<file path="config.mk">
export PLATFORM = sky130hd
export DESIGN_NAME = content_length_message_deframer_flat
export DESIGN_NICKNAME = d
export VERILOG_FILES = /design/src/rtl/clmd_pkg.sv /design/src/rtl/clmd_in_if.sv /design/src/rtl/clmd_out_if.sv /design/src/rtl/clmd_track.sv /design/src/rtl/content_length_message_deframer.sv /design/src/flat_wrapper.sv
export SDC_FILE = /design/constraint.sdc
export NUM_CORES = 1
export LEC_CHECK = 0
export ABC_AREA = 1
export BUFFER_PORTS_ARGS = -buffer_cell sky130_fd_sc_hd__buf_2
export CELL_PAD_IN_SITES_DETAIL_PLACEMENT = 1
export CELL_PAD_IN_SITES_GLOBAL_PLACEMENT = 1
export CORE_ASPECT_RATIO = 1.5
export CORE_UTILIZATION = 47
export CTS_BUF_LIST = sky130_fd_sc_hd__clkbuf_8
export DETAILED_ROUTE_END_ITERATION = 7
export PLACE_DENSITY_LB_ADDON = 0.3
export SLEW_MARGIN = 20
export SYNTH_ARGS = -nofsm -noshare
export SYNTH_HDL_FRONTEND = slang
export SYNTH_SLANG_ARGS = --single-unit
</file>
<file path="constraint.sdc">
create_clock -name i_clk -period 4.1 [get_ports i_clk]
set_input_delay 0.41 -clock i_clk [delete_from_list [all_inputs] [get_ports i_clk]]
set_output_delay 0.41 -clock i_clk [all_outputs]
set_load 0.05 [all_outputs]
</file>
<file path="src/rtl/clmd_pkg.sv">
// Shared types, character codes and the header-name table for the
// content-length message deframer. No dependencies.
`default_nettype none
package clmd_pkg;

    // Width of the content length and body counter
    localparam int LEN_WIDTH = 24;

    // Character codes
    localparam logic [7:0] CH_CR    = 8'h0D;
    localparam logic [7:0] CH_LF    = 8'h0A;
    localparam logic [7:0] CH_SP    = 8'h20;
    localparam logic [7:0] CH_PLUS  = 8'h2B;
    localparam logic [7:0] CH_MINUS = 8'h2D;
    localparam logic [7:0] CH_0     = 8'h30;
    localparam logic [7:0] CH_9     = 8'h39;
    localparam logic [7:0] CH_UC_A  = 8'h41;
    localparam logic [7:0] CH_UC_Z  = 8'h5A;
    localparam logic [7:0] CH_LC_C  = 8'h63;
    localparam logic [7:0] CASE_OFS = 8'h20;

    // Header name length ("content-length")
    localparam logic [3:0] NAME_LEN = 4'd14;

    // Terminator progress codes (CR LF CR LF)
    localparam logic [2:0] TP_NONE = 3'd0;
    localparam logic [2:0] TP_CR1  = 3'd1;
    localparam logic [2:0] TP_LF1  = 3'd2;
    localparam logic [2:0] TP_CR2  = 3'd3;
    localparam logic [2:0] TP_DONE = 3'd4;

    // Skip counter codes: two skipped bytes, then value open, then closed
    localparam logic [1:0] SKIP_OPEN   = 2'd2;
    localparam logic [1:0] SKIP_CLOSED = 2'd3;

    // Running parse state
    typedef struct packed {
        logic                 body;
        logic [2:0]           term;
        logic [3:0]           name_prog;
        logic                 found;
        logic [1:0]           skip;
        logic [LEN_WIDTH-1:0] acc;
        logic                 invalid;
        logic                 digit;
        logic                 minus;
        logic [LEN_WIDTH-1:0] rem;
    } t_state;

    // Per-word markers
    typedef struct packed {
        logic in_body;
        logic message_end;
        logic length_error;
    } t_res;

    // Lower-case header name, one character per index
    function automatic logic [7:0] name_char(input logic [3:0] idx);
        logic [7:0] c;
        case (idx)
            4'd0:    c = 8'h63; // c
            4'd1:    c = 8'h6F; // o
            4'd2:    c = 8'h6E; // n
            4'd3:    c = 8'h74; // t
            4'd4:    c = 8'h65; // e
            4'd5:    c = 8'h6E; // n
            4'd6:    c = 8'h74; // t
            4'd7:    c = 8'h2D; // -
            4'd8:    c = 8'h6C; // l
            4'd9:    c = 8'h65; // e
            4'd10:   c = 8'h6E; // n
            4'd11:   c = 8'h67; // g
            4'd12:   c = 8'h74; // t
            4'd13:   c = 8'h68; // h
            default: c = 8'h00;
        endcase
        return c;
    endfunction

endpackage
`default_nettype wire

</file>
<file path="src/rtl/clmd_in_if.sv">
// Input stream channel: valid/ready handshake carrying one received byte.
// Depends on nothing.
`default_nettype none
interface clmd_in_if;
    logic       valid;
    logic       ready;
    logic [7:0] stream_byte;

    modport source (output valid, output stream_byte, input ready);
    modport sink   (input valid, input stream_byte, output ready);
endinterface
`default_nettype wire

</file>
<file path="src/rtl/clmd_out_if.sv">
// Output channel: echoed byte with header/body and framing markers.
// Depends on nothing.
`default_nettype none
interface clmd_out_if;
    logic       valid;
    logic       ready;
    logic [7:0] echo_byte;
    logic       in_body;
    logic       message_end;
    logic       length_error;

    modport source (output valid, output echo_byte, output in_body,
                    output message_end, output length_error, input ready);
    modport sink   (input valid, input echo_byte, input in_body,
                    input message_end, input length_error, output ready);
endinterface
`default_nettype wire

</file>
<file path="src/rtl/clmd_track.sv">
// Next-state logic of the deframer: name match, value parse, terminator
// detect and body count for one byte. Depends on clmd_pkg.
`default_nettype none
module clmd_track (
    input  wire clmd_pkg::t_state i_state,
    input  wire logic [7:0]       i_byte,
    output clmd_pkg::t_state      o_state,
    output clmd_pkg::t_res        o_res
);

    clmd_pkg::t_state                 n;
    clmd_pkg::t_res                   res;
    logic [7:0]                       lc;
    logic [3:0]                       p;
    logic [clmd_pkg::LEN_WIDTH+3:0]   acc_next;
    logic [clmd_pkg::LEN_WIDTH-1:0]   len;
    logic                             good;

    // Times ten plus digit, with four guard bits for overflow
    assign acc_next = {1'b0, i_state.acc, 3'b000}
                    + {3'b000, i_state.acc, 1'b0}
                    + {{clmd_pkg::LEN_WIDTH{1'b0}}, i_byte[3:0]};

    always_comb begin
        n    = i_state;
        res  = '0;
        p    = i_state.name_prog;
        len  = '0;
        good = 1'b0;
        lc   = (i_byte inside {[clmd_pkg::CH_UC_A:clmd_pkg::CH_UC_Z]})
             ? i_byte + clmd_pkg::CASE_OFS : i_byte;

        if (i_state.body) begin
            // Body: count down, last word closes the message
            res.in_body = 1'b1;
            if (i_state.rem <= clmd_pkg::LEN_WIDTH'(1)) begin
                res.message_end = 1'b1;
                n = '0;
            end else begin
                n.rem = i_state.rem - clmd_pkg::LEN_WIDTH'(1);
            end
        end else begin
            if (i_state.found) begin
                // Skip two bytes, then parse the value up to CR
                if (i_state.skip < clmd_pkg::SKIP_OPEN) begin
                    n.skip = i_state.skip + 2'd1;
                end else if (i_state.skip == clmd_pkg::SKIP_OPEN) begin
                    if (i_byte == clmd_pkg::CH_CR) begin
                        n.skip = clmd_pkg::SKIP_CLOSED;
                    end else if (i_byte == clmd_pkg::CH_SP) begin
                        n.skip = i_state.skip;
                    end else if (i_byte == clmd_pkg::CH_PLUS ||
                                 i_byte == clmd_pkg::CH_MINUS) begin
                        if (i_state.digit || i_state.minus) begin
                            n.invalid = 1'b1;
                        end else if (i_byte == clmd_pkg::CH_MINUS) begin
                            n.minus = 1'b1;
                        end
                    end else if (i_byte inside {[clmd_pkg::CH_0:clmd_pkg::CH_9]}) begin
                        n.digit = 1'b1;
                        if (!i_state.invalid) begin
                            if (acc_next[clmd_pkg::LEN_WIDTH+3:clmd_pkg::LEN_WIDTH] != 4'd0)
                                n.invalid = 1'b1;
                            else
                                n.acc = acc_next[clmd_pkg::LEN_WIDTH-1:0];
                        end
                    end else begin
                        n.invalid = 1'b1;
                    end
                end
            end else begin
                // Case-insensitive search for the header name
                if (i_state.name_prog < clmd_pkg::NAME_LEN &&
                    lc == clmd_pkg::name_char(i_state.name_prog))
                    p = i_state.name_prog + 4'd1;
                else
                    p = (lc == clmd_pkg::CH_LC_C) ? 4'd1 : 4'd0;
                if (p >= clmd_pkg::NAME_LEN) begin
                    n.found = 1'b1;
                    n.skip  = 2'd0;
                    p       = 4'd0;
                end
                n.name_prog = p;
            end

            // Header terminator tracking
            case (i_state.term)
                clmd_pkg::TP_NONE:
                    n.term = (i_byte == clmd_pkg::CH_CR) ? clmd_pkg::TP_CR1
                                                         : clmd_pkg::TP_NONE;
                clmd_pkg::TP_CR1:
                    n.term = (i_byte == clmd_pkg::CH_LF) ? clmd_pkg::TP_LF1 :
                             (i_byte == clmd_pkg::CH_CR) ? clmd_pkg::TP_CR1 :
                                                           clmd_pkg::TP_NONE;
                clmd_pkg::TP_LF1:
                    n.term = (i_byte == clmd_pkg::CH_CR) ? clmd_pkg::TP_CR2
                                                         : clmd_pkg::TP_NONE;
                clmd_pkg::TP_CR2:
                    n.term = (i_byte == clmd_pkg::CH_LF) ? clmd_pkg::TP_DONE :
                             (i_byte == clmd_pkg::CH_CR) ? clmd_pkg::TP_CR1 :
                                                           clmd_pkg::TP_NONE;
                default:
                    n.term = (i_byte == clmd_pkg::CH_CR) ? clmd_pkg::TP_CR1
                                                         : clmd_pkg::TP_NONE;
            endcase

            // End of header: pick body length, end an empty message, or flag the error
            if (n.term == clmd_pkg::TP_DONE) begin
                good = n.found && n.digit && !n.invalid;
                len  = good ? n.acc : '0;
                if (good && n.minus && len != '0) begin
                    res.length_error = 1'b1;
                    n = '0;
                end else if (len == '0) begin
                    res.message_end = 1'b1;
                    n = '0;
                end else begin
                    n      = '0;
                    n.body = 1'b1;
                    n.rem  = len;
                end
            end
        end
    end

    assign o_state = n;
    assign o_res   = res;

endmodule
`default_nettype wire

</file>
<file path="src/rtl/content_length_message_deframer.sv">
// Content-length message deframer, top level (clmd_pkg, clmd_in_if, clmd_out_if, clmd_track).
// Each byte passes through the input register, then the result register;
// throughput 1 word per cycle when the output does not stall, as clmd_track parses
// each byte combinationally. Output stalls back up through the input register.
// Reset (synchronous, active low) clears the parse state to header phase and
// empties both pipeline registers.
`default_nettype none
module content_length_message_deframer (
    input  wire logic   i_clk,
    input  wire logic   i_rst_n,
    clmd_in_if.sink     i_in,
    clmd_out_if.source  o_out
);

    logic             r_s1_valid;
    logic [7:0]       r_s1_byte;
    logic             r_o_valid;
    logic [7:0]       r_o_byte;
    clmd_pkg::t_res   r_o_res;
    clmd_pkg::t_state r_state;
    clmd_pkg::t_state n_state;
    clmd_pkg::t_res   n_res;
    logic             out_adv;
    logic             s1_adv;

    // Pipeline flow control
    assign out_adv    = !r_o_valid || o_out.ready;
    assign s1_adv     = r_s1_valid && out_adv;
    assign i_in.ready = !r_s1_valid || out_adv;

    clmd_track u_track (
        .i_state (r_state),
        .i_byte  (r_s1_byte),
        .o_state (n_state),
        .o_res   (n_res)
    );

    // Input register
    always_ff @(posedge i_clk) begin
        if (!i_rst_n) begin
            r_s1_valid <= 1'b0;
        end else if (i_in.ready) begin
            r_s1_valid <= i_in.valid;
        end
        if (i_in.valid && i_in.ready) begin
            r_s1_byte <= i_in.stream_byte;
        end
    end

    // Parse state and result register
    always_ff @(posedge i_clk) begin
        if (!i_rst_n) begin
            r_state   <= '0;
            r_o_valid <= 1'b0;
        end else if (s1_adv) begin
            r_state   <= n_state;
            r_o_valid <= 1'b1;
        end else if (o_out.ready) begin
            r_o_valid <= 1'b0;
        end
        if (s1_adv) begin
            r_o_byte <= r_s1_byte;
            r_o_res  <= n_res;
        end
    end

    assign o_out.valid        = r_o_valid;
    assign o_out.echo_byte    = r_o_byte;
    assign o_out.in_body      = r_o_res.in_body;
    assign o_out.message_end  = r_o_res.message_end;
    assign o_out.length_error = r_o_res.length_error;

`ifndef SYNTHESIS
    // Error and message end are exclusive
    a_err_excl: assert property (@(posedge i_clk) disable iff (!i_rst_n)
        o_out.valid |-> !(o_out.message_end && o_out.length_error))
        else $error("length_error and message_end both set");

    // Error only on the final LF of a header
    a_err_hdr: assert property (@(posedge i_clk) disable iff (!i_rst_n)
        (o_out.valid && o_out.length_error) |->
            (!o_out.in_body && o_out.echo_byte == clmd_pkg::CH_LF))
        else $error("length_error outside header terminator");

    // Body phase always has words left and clean header state
    a_body_state: assert property (@(posedge i_clk) disable iff (!i_rst_n)
        r_state.body |-> (r_state.rem != '0 && !r_state.found &&
                          r_state.term == clmd_pkg::TP_NONE))
        else $error("inconsistent body state");

    // A word leaving the input register shows up at the output
    a_adv_out: assert property (@(posedge i_clk) disable iff (!i_rst_n)
        s1_adv |=> r_o_valid)
        else $error("advanced word lost");
`endif

endmodule
`default_nettype wire
</file>
<file path="src/flat_wrapper.sv">
// flat-port wrapper written by rule: the top's interface ports become plain ports
module content_length_message_deframer_flat 
  (i_clk, i_rst_n, i_in_valid, i_in_stream_byte, i_in_ready, o_out_valid, o_out_echo_byte, o_out_in_body, o_out_message_end, o_out_length_error, o_out_ready);
  clmd_in_if i_in_i ();
  clmd_out_if o_out_i ();
  input  wire logic i_clk;
  input  wire logic i_rst_n;
  input wire logic [$bits(i_in_i.valid)-1:0] i_in_valid;
  input wire logic [$bits(i_in_i.stream_byte)-1:0] i_in_stream_byte;
  output wire logic [$bits(i_in_i.ready)-1:0] i_in_ready;
  output wire logic [$bits(o_out_i.valid)-1:0] o_out_valid;
  output wire logic [$bits(o_out_i.echo_byte)-1:0] o_out_echo_byte;
  output wire logic [$bits(o_out_i.in_body)-1:0] o_out_in_body;
  output wire logic [$bits(o_out_i.message_end)-1:0] o_out_message_end;
  output wire logic [$bits(o_out_i.length_error)-1:0] o_out_length_error;
  input wire logic [$bits(o_out_i.ready)-1:0] o_out_ready;
  assign i_in_i.valid = i_in_valid;
  assign i_in_i.stream_byte = i_in_stream_byte;
  assign i_in_ready = i_in_i.ready;
  assign o_out_valid = o_out_i.valid;
  assign o_out_echo_byte = o_out_i.echo_byte;
  assign o_out_in_body = o_out_i.in_body;
  assign o_out_message_end = o_out_i.message_end;
  assign o_out_length_error = o_out_i.length_error;
  assign o_out_i.ready = o_out_ready;
  content_length_message_deframer u_core (.i_clk(i_clk), .i_rst_n(i_rst_n), .i_in(i_in_i), .o_out(o_out_i));
endmodule
</file>
Word level (Yosys, flattened, before mapping)
Memories as Yosys holds them, arrays and structs flattened. A register that Yosys moved wholly into a read port is not among the register bits.
Cells that the tools add are included.
{"block": "op_classes", "order_cmp": 8, "addsub": 6, "n_eq_ne": 16, "n_mux": 57, "reduce_logical": 27, "n_bitwise": 1}
{"op": "$mux 62", "n": 4}
{"op": "$mux 27", "n": 5}
{"op": "$mux 24", "n": 5}
{"op": "$mux 38", "n": 1}
{"op": "$mux 29", "n": 1}
{"op": "$add 27x25->28", "n": 1}
{"op": "$add 28x4->28", "n": 1}
{"op": "$mux 25", "n": 1}
{"op": "$eq 8x6->1 const B", "n": 3}
{"op": "$le 24x1->1 const B", "n": 1}
{"op": "$logic_not 24->1", "n": 1}
{"op": "$mux 4", "n": 6}
{"op": "$mux 8", "n": 3}
{"op": "$reduce_bool 24->1", "n": 1}
{"op": "$sub 24x1->24 const B", "n": 1}
{"op": "$mux 1", "n": 19}
{"op": "$eq 8x4->1 const B", "n": 2}
{"op": "$mux 3", "n": 4}
{"op": "$mux 2", "n": 5}
{"op": "$mux 5", "n": 2}
{"op": "$ne 5x4->1 const B", "n": 2}
{"op": "$logic_and 1x1->1", "n": 9}
{"op": "$pmux 3 s3", "n": 1}
{"op": "$add 8x6->8 const B", "n": 1}
{"op": "other kinds (26)", "n": 35}
{"block": "word_totals", "output_inout_bits": 13, "input_bits": 12, "reg_bits": 83, "n_memories": 1, "mem_bits_ro": 112, "elab_cells": 133}
{"name": "(no name shown)", "depth": 16, "word_bits": 7, "rd": 1, "rd_ports_with_merged_regs": 1, "wr": 0, "line_no": "clmd_pkg.sv:60", "text": "case (idx)"}

Depth between registers and ports, before layout
{"block": "depth", "ltp_word": 23, "ltp_mapped": 27, "ltp_nobuf": 25}

By module
Synthesis repeated with hierarchy kept, for this count alone.
{"block": "hier_totals", "cells_unflattened": 1386, "area_unflattened_um2": 8290.5}
{"module": "clmd_track", "n_inst": 1, "area_per_inst_um2": 4870.9, "cells_per_inst": 948, "seq_area_each_um2": 0.0}
{"module": "content_length_message_deframer", "n_inst": 1, "area_per_inst_um2": 3419.5, "cells_per_inst": 438, "seq_area_each_um2": 1851.8}

Worst setup path after synthesis
Ideal clock, no wire load.
{"block": "synth_path", "path_type": "register -> register", "startpoint": "register u_core.r_s1_byte[3]", "endpoint": "register u_core.r_o_res (netlist bit u_core.o_out.length_error) (data pin)", "slack_ps": 549, "path_stages_with_launch": 24, "t_arrival_ps": 3302, "t_required_ps": 3851, "setup_time_ps": 249, "synth_period_minus_slack_ps": 3551, "path_buffers": 2, "cell_sequence": "edfxtp_1 inv_1 fa_1 fa_1 nor2_1 o21ai_1 nand2_1 nand2_1 nand3_1 nand2_1 nand2_1 inv_1 nand3_4 buf_6 nand2_1 nand2_1 inv_2 o21ai_1 nand2_1 nor2_2 nand3_4 buf_12 nand4_2 inv_2"}
{"block": "synth_via", "elab_chain_cells": 18, "word_cells_on_any_way": 62, "classes_between": "2 x add/sub; 5 x order compare; 8 x eq/ne; 34 x mux; 1 x bitwise; 12 x reduce/logical"}
{"element": "start: declaration", "line_no": "content_length_message_deframer.sv:16", "text": "logic [7:0] r_s1_byte;"}
{"element": "start signal: assignment", "line_no": "content_length_message_deframer.sv:46", "text": "r_s1_byte <= i_in.stream_byte;"}
{"element": "$ge 8x7->1 (tied with other cells)", "line_no": "clmd_track.sv:30", "text": "lc = (i_byte inside {[clmd_pkg::CH_UC_A:clmd_pkg::CH_UC_Z]})"}
{"element": "$logic_and 1x1->1 / $reduce_bool 4->1 (equally long branches)", "line_no": "clmd_track.sv:30, clmd_track.sv:62"}
{"element": "$mux 8 / $mux 1 (equally long branches)", "line_no": "clmd_track.sv:31, clmd_track.sv:62"}
{"element": "$eq 8x7->1 (tied with other cells)", "line_no": "clmd_track.sv:77", "text": "p = (lc == clmd_pkg::CH_LC_C) ? 4'd1 : 4'd0;"}
{"element": "$mux 1 (tied with other cells)", "line_no": "clmd_track.sv:77"}
{"element": "$mux 4 / $mux 1 (equally long branches)", "line_no": "clmd_track.sv:73, clmd_track.sv:52"}
{"element": "$mux 4 / $mux 27 (equally long branches)", "line_no": "clmd_track.sv:43, clmd_track.sv:50"}
{"element": "$mux 4 / $mux 27 (equally long branches)", "line_no": "clmd_track.sv:33, clmd_track.sv:48"}
{"element": "[... 2 more ...]"}
{"element": "$mux 5 / $mux 27 (equally long branches)", "line_no": "clmd_track.sv:43", "text": "if (i_state.found) begin"}
{"element": "$mux 5 / $mux 27 (equally long branches)", "line_no": "clmd_track.sv:33", "text": "if (i_state.body) begin"}
{"element": "$logic_and 1x1->1 / $logic_not 1->1 (equally long branches)", "line_no": "clmd_track.sv:109", "text": "good = n.found && n.digit && !n.invalid;"}
{"element": "$logic_and 1x1->1", "line_no": "clmd_track.sv:109"}
{"element": "$mux 24", "line_no": "clmd_track.sv:110", "text": "len = good ? n.acc : '0;"}
{"element": "$reduce_bool 24->1", "line_no": "clmd_track.sv:111", "text": "if (good && n.minus && len != '0) begin"}
{"element": "$logic_and 1x1->1", "line_no": "clmd_track.sv:111"}
{"element": "$mux 1", "line_no": "clmd_track.sv:111"}
{"element": "end signal: assignment", "line_no": "content_length_message_deframer.sv:63", "text": "r_o_res <= n_res;"}
{"element": "end: declaration", "line_no": "content_length_message_deframer.sv:19", "text": "clmd_pkg::t_res r_o_res;"}
Several ways; a longest one is shown, not always the timed one. The select of a mux whose other input is x is not followed.
A chain may end at the register's enable or synchronous reset.

Final worst setup path
{"block": "layout_path", "startpoint": "register u_core.r_state[27] (netlist bit)", "endpoint": "register u_core.r_state[11] (netlist bit)"}
{"block": "layout_via", "elab_chain_cells": 21, "word_cells_on_any_way": 27, "classes_between": "2 x add/sub; 18 x mux; 7 x reduce/logical"}
{"element": "start: declaration", "line_no": "content_length_message_deframer.sv:20", "text": "clmd_pkg::t_state r_state;"}
{"element": "start signal: assignment", "line_no": "content_length_message_deframer.sv:56", "text": "r_state <= n_state;"}
{"element": "$add 27x25->28", "line_no": "clmd_track.sv:21", "text": "+ {3'b000, i_state.acc, 1'b0}"}
{"element": "$add 28x4->28", "line_no": "clmd_track.sv:22", "text": "+ {{clmd_pkg::LEN_WIDTH{1'b0}}, i_byte[3:0]};"}
{"element": "$reduce_bool 4->1", "line_no": "clmd_track.sv:62", "text": "if (acc_next[clmd_pkg::LEN_WIDTH+3:clmd_pkg::LEN_WIDTH] != 4'd0)"}
{"element": "$mux 1", "line_no": "clmd_track.sv:62"}
{"element": "$mux 25", "line_no": "clmd_track.sv:61", "text": "if (!i_state.invalid) begin"}
{"element": "$mux 1", "line_no": "clmd_track.sv:59", "text": "end else if (i_byte inside {[clmd_pkg::CH_0:clmd_pkg::CH_9]}) begin"}
{"element": "$mux 1", "line_no": "clmd_track.sv:52", "text": "end else if (i_byte == clmd_pkg::CH_PLUS ||"}
{"element": "$mux 27", "line_no": "clmd_track.sv:50", "text": "end else if (i_byte == clmd_pkg::CH_SP) begin"}
{"element": "[... 5 more ...]"}
{"element": "$logic_not 1->1", "line_no": "clmd_track.sv:109"}
{"element": "$logic_and 1x1->1", "line_no": "clmd_track.sv:109"}
{"element": "$mux 24", "line_no": "clmd_track.sv:110"}
{"element": "$logic_not 24->1 / $reduce_bool 24->1 (equally long branches)", "line_no": "clmd_track.sv:114, clmd_track.sv:111"}
{"element": "$mux 62 / $logic_and 1x1->1 (equally long branches)", "line_no": "clmd_track.sv:114, clmd_track.sv:111"}
{"element": "$mux 62 (*)", "line_no": "clmd_track.sv:111"}
{"element": "$mux 62 (*)", "line_no": "clmd_track.sv:108", "text": "if (n.term == clmd_pkg::TP_DONE) begin"}
{"element": "$mux 62 (*)", "line_no": "clmd_track.sv:33"}
Mark *: on every way between the ends. The rest lies on a longest branch, timed or not. The select of a mux whose other input is x is not followed.

==> flow_metrics.py <==
metrics = {
    "final_layout": {
        "synthToLayoutAreaGrowth_pct": 10.33,
        "final_core_util": 0.5320,
        "nNetsFinal": 1267,
        "antenna_cells": 0,
        "drive_gt1_frac": 0.1454,
    },
    "drt": {
        "vias": 7706,
        "drtIter0Drc": 348,
        "drt_wl_total_mm": 25.11,
        "ant_nets": 0,
        "drtPass1Iterations": 5,
        "drc": 0,
        "avgRoutedWirePerCell_um": 17.94,
        "via_per_inst": 5.504,
    },
    "worst_setup_path": {
        "critPathArrivalTime_ps": 4240,
        "cp-start-kind": "flop",
        "crit_required_ps": 4430,
        "crit_type": "flop to flop",
        "cp_max_fo": 9,
        "critPathCaptureType": "flop",
    },
    "flow_run": {
        "cap_viol_max_count": 0,
    },
    "placement": {
        "port_buffers": 24,
        "place_congestion": 0.8731,
        "dp_hpwl_mm": 19.25,
    },
    "yosys": {
        "synth_edf_count": 19,
        "synth-async-reset-ratio": 0,
        "yosysWarnings": 0,
        "synth_cell_types": 50,
        "syn_area_sq_um": 7569,
        "synth_top_cell_by_area": "dfxtp_1",
        "synth_ff_type": "dfxtp_1",
        "syn-instance-count": 1143,
        "ys_seq_area_frac": 0.2632,
        "synthesis.nets": 1218,
        "syn_avg_cell_area_sq_um": 6.622,
        "ys_seq_elements": 90,
        "synth_area_leaders": "dfxtp_1 (19%), nand2_1 (15%), ha_1 (10%), inv_1 (8.3%), edfxtp_1 (7.5%)",
        "ys_top_cells_by_count": "nand2_1 (299), inv_1 (168), nor2_1 (94), a21oi_1 (91), dfxtp_1 (71)",
        "synth_top_area_frac": 0.1878,
        "synth.most_common_cell": "nand2_1",
    },
    "floorplanning": {
        "die_h_um": 157.4,
        "rows": 56,
        "core-area_sq_um": 15700,
        "initial_core_util": 0.4822,
        "die_area_sq_um": 16630,
        "dieWidth_um": 105.6,
        "ios": 25,
    },
    "global_routing": {
        "grt_pass1_wl_mm": 38.32,
        "antenna_found_initial": 0,
        "grt_max_degree": 37,
        "grt_pass1_vias": 7967,
        "grt_overflow_total": 0,
        "grt_usage": 0.2974,
    },
    "clock_tree": {
        "numCtsBuffers": 9,
        "clock-sinks": 90,
        "tritoncts": "done",
        "ctsHoldBuffers": 0,
        "clk_latency_ps": 380,
        "cts_max_level": 3,
        "cts_root_buffer": "clkbuf_8",
        "clockBufferDepth": 2,
        "path_clk_slew_ps": 110,
    },
    "sta": {
        "max_freq_mhz": 255.3,
        "worst_hold_slack_ps": 194.3,
        "setup_viol": 0,
        "hold_viol": 0,
        "relSlewSlack": 0.4519,
        "post-route-period-util": 0.9554,
        "worst_pin_slew_ps": 817.1,
        "fin_crit_ps": 3917,
        "clock_skew_ps": 24.01,
        "drv_slew": 0,
    },
    "power": {
        "internal_power_w": 0.001344,
        "seqPwrFrac": 0.494,
        "p_leak_nw": 4.222,
        "combPwrFrac": 0.133,
        "vdd_drop_max_mv": 0.2523,
        "pwr-share-clk": 0.373,
        "power_switching_w": 0.0005687,
        "switching_share": 0.2974,
        "power.density_nw_per_um2": 229.0,
    },
    "status": {
        "status": "finished, final reports clean",
    },
    "hold_path": {
        "hp-class": "primary input to flop",
    },
}
==> power by group through the flow <==
stage | combinational, W | sequential [W] | clock, W
2_1_floorplan | 0.000156 | 0.000979 | 0
3_3_place_gp | 0.000243 | 0.000963 | 0
3_5_place_dp | 0.000252 | 0.000964 | 0
4_1_cts | 0.000254 | 0.000944 | 0.000718
5_1_grt | 0.000278 | 0.000946 | 0.000752
6_report | 0.000255 | 0.000944 | 0.000713
==> cell usage in the layout (no fill, tap or decap), types with 24 or more instances in the layout <==
| master | synthesis | layout |
|---|---|---|
| buf_2 | 2 | 24 |
| nand2_1 | 299 | 299 |
| nor2_1 | 94 | 94 |
| a21oi_1 | 91 | 91 |
| o21ai_0 | 55 | 55 |
| buf_4 | 1 | 38 |
| nand3_1 | 69 | 69 |
| inv_1 | 168 | 167 |
| dfxtp_1 | 71 | 71 |
| ha_1 | 61 | 61 |
==> final timing paths <==
| kind | start | end | slack [ps] | cells past startpoint |
|---|---|---|---|---|
| worst max register to register | u_core.r_state[27] | u_core.r_state[11] | 180 | 24 |
| worst min register to register | u_core.r_state[24] | u_core.r_state[24] | 480 | 2 |
| worst min-delay path | i_in_stream_byte[0] | u_core.r_s1_byte[0] | 190 | 1 |
| worst max-delay path | u_core.r_state[27] | u_core.r_state[11] | 180 | 24 |
==> flip-flops by register name, indices dropped and copies added, names as in the netlist, named ones only <==
| signal | count |
|---|---|
| u_core.o_out.length_error | 1 |
| u_core.r_s1_valid | 1 |
| u_core.o_out.in_body | 1 |
| u_core.o_out.valid | 1 |
| u_core.r_s1_byte | 8 |
| u_core.o_out.message_end | 1 |
| u_core.r_state | 62 |
| u_core.o_out.echo_byte | 8 |
==> routing by layer <==
metal / track usage / vias up / share of wire
li1: - / 3779 / -
met4: 0.1865 / 0 / 0.057
met3: 0.03313 / 77 / 0.022
met2: 0.5990 / 136 / 0.56
met1: 0.2818 / 3714 / 0.36
met5: 0 / - / 0
==> cell type report <==
type	instances	area [sq um]
fillers	2186	7345
multi-input cells	843	4772
flip-flops and latches	90	1992
inverters	185	694.4
repair buffers	63	416.7
well taps	203	254.0
clock buffers	9	123.9
clock inverters	7	97.59
==> critical path: stages, from the launching register on <==
cell     delay, ps
dfxtp_1        350
inv_1           70
fa_1           610
inv_1           70
ha_1           300
nand2_1         80
nor2_1          40
nand3_1         80
nand3_1        130
nand2_1         90
nand2_1        110
nand2_1        120
nand2_1         90
nor2_4         180
nand3_4        160
buf_4          170
buf_4          140
o21ai_1        220
o21ai_2         90
nand2_1        140
nor2_4          70
nand3_4        130
buf_6          190
nand3_2         80
a21oi_2        140
==> cells by family (layout without fill, tap and decap cells) <==
family | count (synthesis) | after routing | share of synthesized area
buffers and inverters | 214 | 264 | 0.1167
xor gates and xnor gates | 26 | 26 | 0.03009
and+or+nand+nor | 550 | 554 | 0.3331
adders and majority gates | 63 | 63 | 0.1061
DFF | 90 | 90 | 0.2632
AOI/OAI and AO/OA | 199 | 199 | 0.1494
muxes | 1 | 1 | 0.001323
==> timing repair <==
action | CTS | global route
setup endpoints to repair | 9 | 27
buffers inserted | 0 | 14
cloned | 1 | 3
pin swaps | 1 | 4
resized for setup | 0 | 9
==> per-stage QoR <==
stage               worst slack, ps  total power (W)  setup TNS [ps]  cell area, sq um  cells
floorplan                     548.5         0.001135               0              7569   1143
global placement              127.2         0.001206               0              7941   1366
detailed placement           -46.54         0.001217          -314.5              7941   1366
CTS                           35.10         0.001915               0              8173   1383
global route                 -34.69         0.001976          -155.6              8351   1400
finish                        182.9         0.001912               0              8351   1400
Power figures use the tool's default switching activity.
